$ cat config.mk
export PLATFORM = sky130hd
export DESIGN_NAME = xxh_mul
export DESIGN_NICKNAME = d
export VERILOG_FILES = /design/src/hw/rtl/xxh_pkg.sv /design/src/hw/rtl/xxh_mul.sv
export SDC_FILE = /design/constraint.sdc
export NUM_CORES = 2
export LEC_CHECK = 0
export BUFFER_PORTS_ARGS = -buffer_cell sky130_fd_sc_hd__buf_2
export CAP_MARGIN = 20
export CELL_PAD_IN_SITES_DETAIL_PLACEMENT = 1
export CELL_PAD_IN_SITES_GLOBAL_PLACEMENT = 2
export CORE_ASPECT_RATIO = 0.5
export CORE_MARGIN = 3
export CORE_UTILIZATION = 38
export CTS_CLUSTER_SIZE = 30
export DETAILED_ROUTE_END_ITERATION = 12
export HOLD_SLACK_MARGIN = 0.12
export PLACE_DENSITY_LB_ADDON = 0.1
export REMOVE_ABC_BUFFERS = 1
export SLEW_MARGIN = 20
export SYNTH_ARGS = -nofsm -noshare
export SYNTH_HDL_FRONTEND = slang
export SYNTH_SLANG_ARGS = --single-unit
$ cat constraint.sdc
create_clock -name clk_i -period 9.5 [get_ports clk_i]
set_input_delay 0.95 -clock clk_i [delete_from_list [all_inputs] [get_ports clk_i]]
set_output_delay 0.95 -clock clk_i [all_outputs]
set_load 0.005 [all_outputs]
$ cat src/hw/rtl/xxh_pkg.sv
// shared types, primes and helper functions of the xxh64 stream hasher
package xxh_pkg;

  typedef logic [63:0] word_t;
  typedef logic [31:0] half_t;
  typedef logic [3:0]  count_t;

  localparam int unsigned NumLanes = 4;
  localparam int unsigned NumBuf   = 3;

  localparam word_t PRIME1 = 64'd11400714785074694791;
  localparam word_t PRIME2 = 64'd14029467366897019727;
  localparam word_t PRIME3 = 64'd1609587929392839161;
  localparam word_t PRIME4 = 64'd9650029242287828579;
  localparam word_t PRIME5 = 64'd2870177450012600261;

  localparam count_t FullWord = 4'd8;

  function automatic word_t rotl64(input word_t x, input int unsigned r);
    return (x << r) | (x >> (64 - r));
  endfunction

  function automatic word_t lane_init(input half_t seed, input logic [1:0] lane);
    word_t s;
    s = {32'd0, seed};
    case (lane)
      2'd0:    return s + PRIME1 + PRIME2;
      2'd1:    return s + PRIME2;
      2'd2:    return s;
      default: return s - PRIME1;
    endcase
  endfunction

endpackage

$ cat src/hw/rtl/xxh_mul.sv
// iterative 64x64 low-half multiplier built on one 32x32 multiplier
module xxh_mul (
  input  logic           clk_i,
  input  logic           rst_ni,
  input  logic           start_i,
  input  xxh_pkg::word_t a_i,
  input  xxh_pkg::word_t b_i,
  output logic           done_o,
  output xxh_pkg::word_t prod_o
);

  xxh_pkg::word_t a_q, b_q, acc_q;
  xxh_pkg::half_t m_x, m_y;
  xxh_pkg::word_t m_p;
  logic [1:0]     step_q;
  logic           busy_q, done_q;

  always_comb begin
    case (step_q)
      2'd0: begin
        m_x = a_q[31:0];
        m_y = b_q[31:0];
      end
      2'd1: begin
        m_x = a_q[31:0];
        m_y = b_q[63:32];
      end
      default: begin
        m_x = a_q[63:32];
        m_y = b_q[31:0];
      end
    endcase
  end

  assign m_p = {32'd0, m_x} * {32'd0, m_y};

  always_ff @(posedge clk_i or negedge rst_ni) begin
    if (!rst_ni) begin
      a_q    <= '0;
      b_q    <= '0;
      acc_q  <= '0;
      step_q <= '0;
      busy_q <= 1'b0;
      done_q <= 1'b0;
    end else begin
      done_q <= 1'b0;
      if (start_i) begin
        a_q    <= a_i;
        b_q    <= b_i;
        step_q <= '0;
        busy_q <= 1'b1;
      end else if (busy_q) begin
        step_q <= step_q + 2'd1;
        case (step_q)
          2'd0: begin
            acc_q <= m_p;
          end
          2'd1: begin
            acc_q <= acc_q + {m_p[31:0], 32'd0};
          end
          default: begin
            acc_q  <= acc_q + {m_p[31:0], 32'd0};
            busy_q <= 1'b0;
            done_q <= 1'b1;
          end
        endcase
      end
    end
  end

  assign done_o = done_q;
  assign prod_o = acc_q;

endmodule

; Word-level counts from Yosys, hierarchy flattened
; Cells that the tools add are included.
[word_totals]
register_bits = 196
output_inout_bits = 65
[op_classes]
add_sub_neg = 2
bitwise_logic = 1
mux = 11
multipliers = 1
n_reduce_logical = 4
n_eq_ne = 1
[op_table]
columns = cell, count
row1 = 64-bit adder, 1
row2 = 32-bit by 32-bit multiplier with 64-bit output, 1
row3 = 32-bit two-way mux, 2
row4 = 64-bit two-way mux, 1
row5 = 1-bit two-way mux, 6
row6 = 2-bit two-way mux, 2
row7 = 2-bit by 1-bit adder with 2-bit output (second input constant), 1
row8 = 2-bit by 1-bit equality test with 1-bit output (second input constant), 1
row9 = 2-bit zero test, 1
row10 = 2-bit AND reduction, 1
row11 = 2-bit nonzero test, 1
row12 = 2-bit OR reduction, 1
row13 = 1-bit NOT, 1

; Depth between registers and ports, before layout
[logic_depth]
word_depth = 6
mapped_depth = 40
depth_no_buf = 37

; Worst setup path before layout
; OpenSTA, ideal clock, no wires.
[synth_path]
path_kind = reg-to-reg
from = register step_q[0]
to = register acc_q[60] (netlist: prod_o[60])
path_stages_with_launch = 38
slack_ns = -0.272
arrival_ns = 9.695
setup_time_ns = 0.076
n_path_buf = 4
path_cell_list = dfrtp_1 ha_1 buf_2 nor2_1 buf_2 buf_1 mux2i_1 clkbuf_1 nor2_1 fa_1 inv_1 fa_1 fa_1 fa_1 inv_1 fa_1 inv_1 fa_1 (+2 left out) fa_1 ha_1 and4_1 a221oi_2 nand2_1 a21o_1 a21oi_1 xnor2_1 ha_1 and4_1 a22oi_1 a21boi_0 o21ai_0 nand2b_1 a221oi_1 xor2_1 o31a_1 o21ai_1
[synth_via]
elab_chain_len = 6
word_cells_on_any_way = 8
[synth_rtl]
columns = element, line_no
row1 = from (decl), xxh_mul.sv:15  ; logic [1:0] step_q;
row2 = from (signal assigned), xxh_mul.sv:53  ; step_q <= step_q + 2'd1;
row3 = 2-bit by 1-bit equality test with 1-bit output / 2-bit zero test (equally long branches), "xxh_mul.sv:19, xxh_mul.sv:54"
row4 = 2-bit OR reduction (no line), --
row5 = 32-bit two-way mux, xxh_mul.sv:19  ; case (step_q)
row6 = 32-bit by 32-bit multiplier with 64-bit output, xxh_mul.sv:35  ; assign m_p = {32'd0, m_x} * {32'd0, m_y};
row7 = 64-bit adder, "xxh_mul.sv:59, xxh_mul.sv:62"
row8 = 64-bit two-way mux (*), --
row9 = to (signal assigned), xxh_mul.sv:56  ; acc_q <= m_p;
row10 = to (signal assigned), xxh_mul.sv:59  ; acc_q <= acc_q + {m_p[31:0], 32'd0};
row11 = to (signal assigned), xxh_mul.sv:62  ; acc_q <= acc_q + {m_p[31:0], 32'd0};
row12 = to (decl), xxh_mul.sv:12  ; xxh_pkg::word_t a_q, b_q, acc_q;
; Mark *: on every way between the ends. The rest lies on a longest branch, timed or not.
; A chain may end at the register's enable or synchronous reset.

; Worst setup path in the final report
[layout_path]
from = register step_q[0]
to = register acc_q[48] (netlist: prod_o[48])
; The elaborated chain is that of the path after synthesis.

==> impl_metrics.yaml <==
yosys:
  synth-seq-cells: 196
  syn_avg_cell_area_sq_um: 9.29
  synth.distinct_cells: 79
  ys_warn_count: 0
  async_flop_share: 1.00
  synthTopCellsByCount: "fa_1, inv_1, nand2_1, nor2_1, ha_1"
  synth-edff-count: 0
  synth_top_area_share: 0.425
  yosys.area.top_type: "fa_1"
  post-synth-top-count-cell: "fa_1"
  synth-main-ff-cell: "dfrtp_1"
  synth_area_leaders: "fa_1, dfrtp_1, ha_1"
  synth_cells: 4550
  syn_area_sq_um: 42300
  synth.yosys.seq_area_share: 0.116
grt:
  grt_overflow: 0
  grt_pass1_wl_mm: 259
  grt_max_degree: 120
  antenna_found_initial: 3
  grt_pass1_vias: 37900
  grt.total_usage: 0.305
clock_network:
  path_clk_slew_ns: 0.11
  clock-sinks: 196
  clk-insertion-delay-late_ns: 0.56
  clock_path_buffers: 2
  root_buffer: "clkbuf_16"
  cts_hold_buf: 0
  cts_inserted_buffers: 17
  cts_tree: "done"
  h-tree-depth: 4
sta:
  finalClockSkew_ns: 0.0363
  max_freq_mhz: 107
  relSlewSlack: 0.355
  tightestPinTransition_ns: 0.967
  rsz0062_at_grt: "yes"
  whs_ns: 0.397
  period_share: 0.982
  slew_viol_final: 0
  hold_viol: 0
  finalSetupViolations: 0
  period_needed_ns: 9.33
status:
  status: "complete, no violations"
drt:
  dr.pass1.iters: 5
  drc: 0
  routedWlPerCell_um: 26.8
  viasPerCell: 5.28
  ant_nets: 0
  vias: 34500
  routed_wl_mm: 175
  first_iter_violations: 2639
floorplan:
  die_w_um: 478
  die_h_um: 242
  core_sq_um: 109000
  fp-row-count: 85
  die_area_sq_um: 116000
  io_pins: 196
  start_util: 0.388
setup_path:
  cp_max_fo: 15
  worstPathArrival_ns: 9.75
  critPathCaptureType: "flop"
  crit_type: "reg2reg"
  crit_top_cell: "fa_1"
  required_ns: 9.92
  slowest_stage: "fa_1"
  critPathLaunchType: "flop"
  worst_path_largest_cell_delay_ns: 0.54
finish:
  stdcell_area_sq_um: 50400
  final_layout_size_suffix_gt1_frac: 0.223
  diodes: 0
  nNetsFinal: 6365
  syn_to_final_growth_pct: 19.3
placed_design:
  port_buffers: 195
  place_congestion: 0.968
  place_area_sq_um: 48200
  hpwl_mm: 150
worst_hold_path:
  hp-class: "in2async"
flow_run:
  maxCapViolCount: 0
==> cells in the final DEF (no fill, tap or decap), types with 21 or more instances in the layout <==
| cell type | n |
|---|---|
| mux2_2 | 194 |
| nand4_1 | 31 |
| dfrtp_1 | 196 |
| buf_6 | 31 |
| fa_1 | 879 |
| xnor2_1 | 35 |
| inv_1 | 873 |
| a21oi_1 | 88 |
| nand3_1 | 23 |
| buf_4 | 433 |
| buf_2 | 193 |
| buf_12 | 33 |
| xor2_1 | 34 |
| mux2i_1 | 33 |
| a21o_1 | 49 |
| o21ai_0 | 65 |
| ha_4 | 21 |
| ha_1 | 271 |
| nor2_1 | 407 |
| nand2_1 | 764 |
==> layer usage <==
| layer | vias to the layer above | routed length, um | track usage |
|---|---|---|---|
| li1 | 14800 | - | - |
| met4 | 2 | 2500 | 0.0467 |
| met2 | 1071 | 72700 | 0.438 |
| met1 | 18500 | 85100 | 0.480 |
| met5 | - | 13 | 0 |
| met3 | 103 | 14500 | 0.0610 |
==> per-stage QoR <==
step / utilization / TNS, ns / setup slack [ns] / cells
6_report: 0.463 / 0 / 0.171 / 6531
5_1_grt: 0.463 / -0.593 / -0.132 / 6531
4_1_cts: 0.451 / -0.000208 / -0.000208 / 6495
3_5_place_dp: 0.443 / -0.672 / -0.162 / 6461
3_3_place_gp: 0.443 / -0.430 / -0.142 / 6461
2_1_floorplan: - / -64.66 / -2.61 / 4320
==> critical path: cells and delay by family, from the launching register on <==
| kind | cells | cell delay [ns] |
|---|---|---|
| and+or+nand+nor | 6 | 1.29 |
| buffers and inverters | 11 | 1.44 |
| muxes | 1 | 0.33 |
| xor gates and xnor gates | 1 | 0.27 |
| adders and majority gates | 10 | 4.51 |
| AOI/OAI and AO/OA | 4 | 0.90 |
| DFF | 1 | 0.42 |
==> area by class of cell <==
cell class	count	area, sq um
fill	12400	58500
sequential	196	4900
tap	1479	1850
clock buffer	17	425
inverter	881	3310
timing repair buffer	700	5420
clock inverter	15	240
multi-input combinational	3243	34300
==> path summary, 6_finish.rpt <==
kind,startpoint,end,slack [ns],cells past startpoint
max,step_q[0]$_DFFE_PN0P_,prod_o[48]$_DFFE_PN0P_,0.17,33
min,rst_ni,a_q[40]$_DFFE_PN0P_,0.40,1
max reg2reg,step_q[0]$_DFFE_PN0P_,prod_o[48]$_DFFE_PN0P_,0.17,33
min reg2reg,prod_o[22]$_DFFE_PN0P_,prod_o[22]$_DFFE_PN0P_,0.49,2
max in group asynchronous,rst_ni,a_q[29]$_DFFE_PN0P_,7.75,2
min in group clk_i,prod_o[22]$_DFFE_PN0P_,prod_o[22]$_DFFE_PN0P_,0.49,2
==> registers in the layout (all words and copies together), names as in the netlist <==
register,flops
a_q,64
b_q,64
busy_q,1
done_o,1
prod_o,64
step_q,2
==> cell families (layout without fill, tap and decap cells) <==
family                   Yosys count  in the layout  synth area share
XOR/XNOR                          83             83            0.0172
adder cells (fa/ha/maj)         1195           1195             0.513
AO/OA/AOI/OAI                    361            361            0.0576
buffers and inverters           1111           1613            0.0990
AND/OR/NAND/NOR                 1336           1336             0.128
multiplexers                     268            268            0.0696
flip-flops                       196            196             0.116
==> repair_timing <==
action | CTS | global route
resized for setup | 39 | 203
setup endpoints to repair | 15 | 22
cloned | 0 | 3
endpoints found under the hold margin | 0 | 0
buffers inserted | 2 | 34
pin swaps | 2 | 64
Power is left out: the tool's default activity adds up to more than one toggle a clock period on the data nets, which glitch-free logic cannot reach.
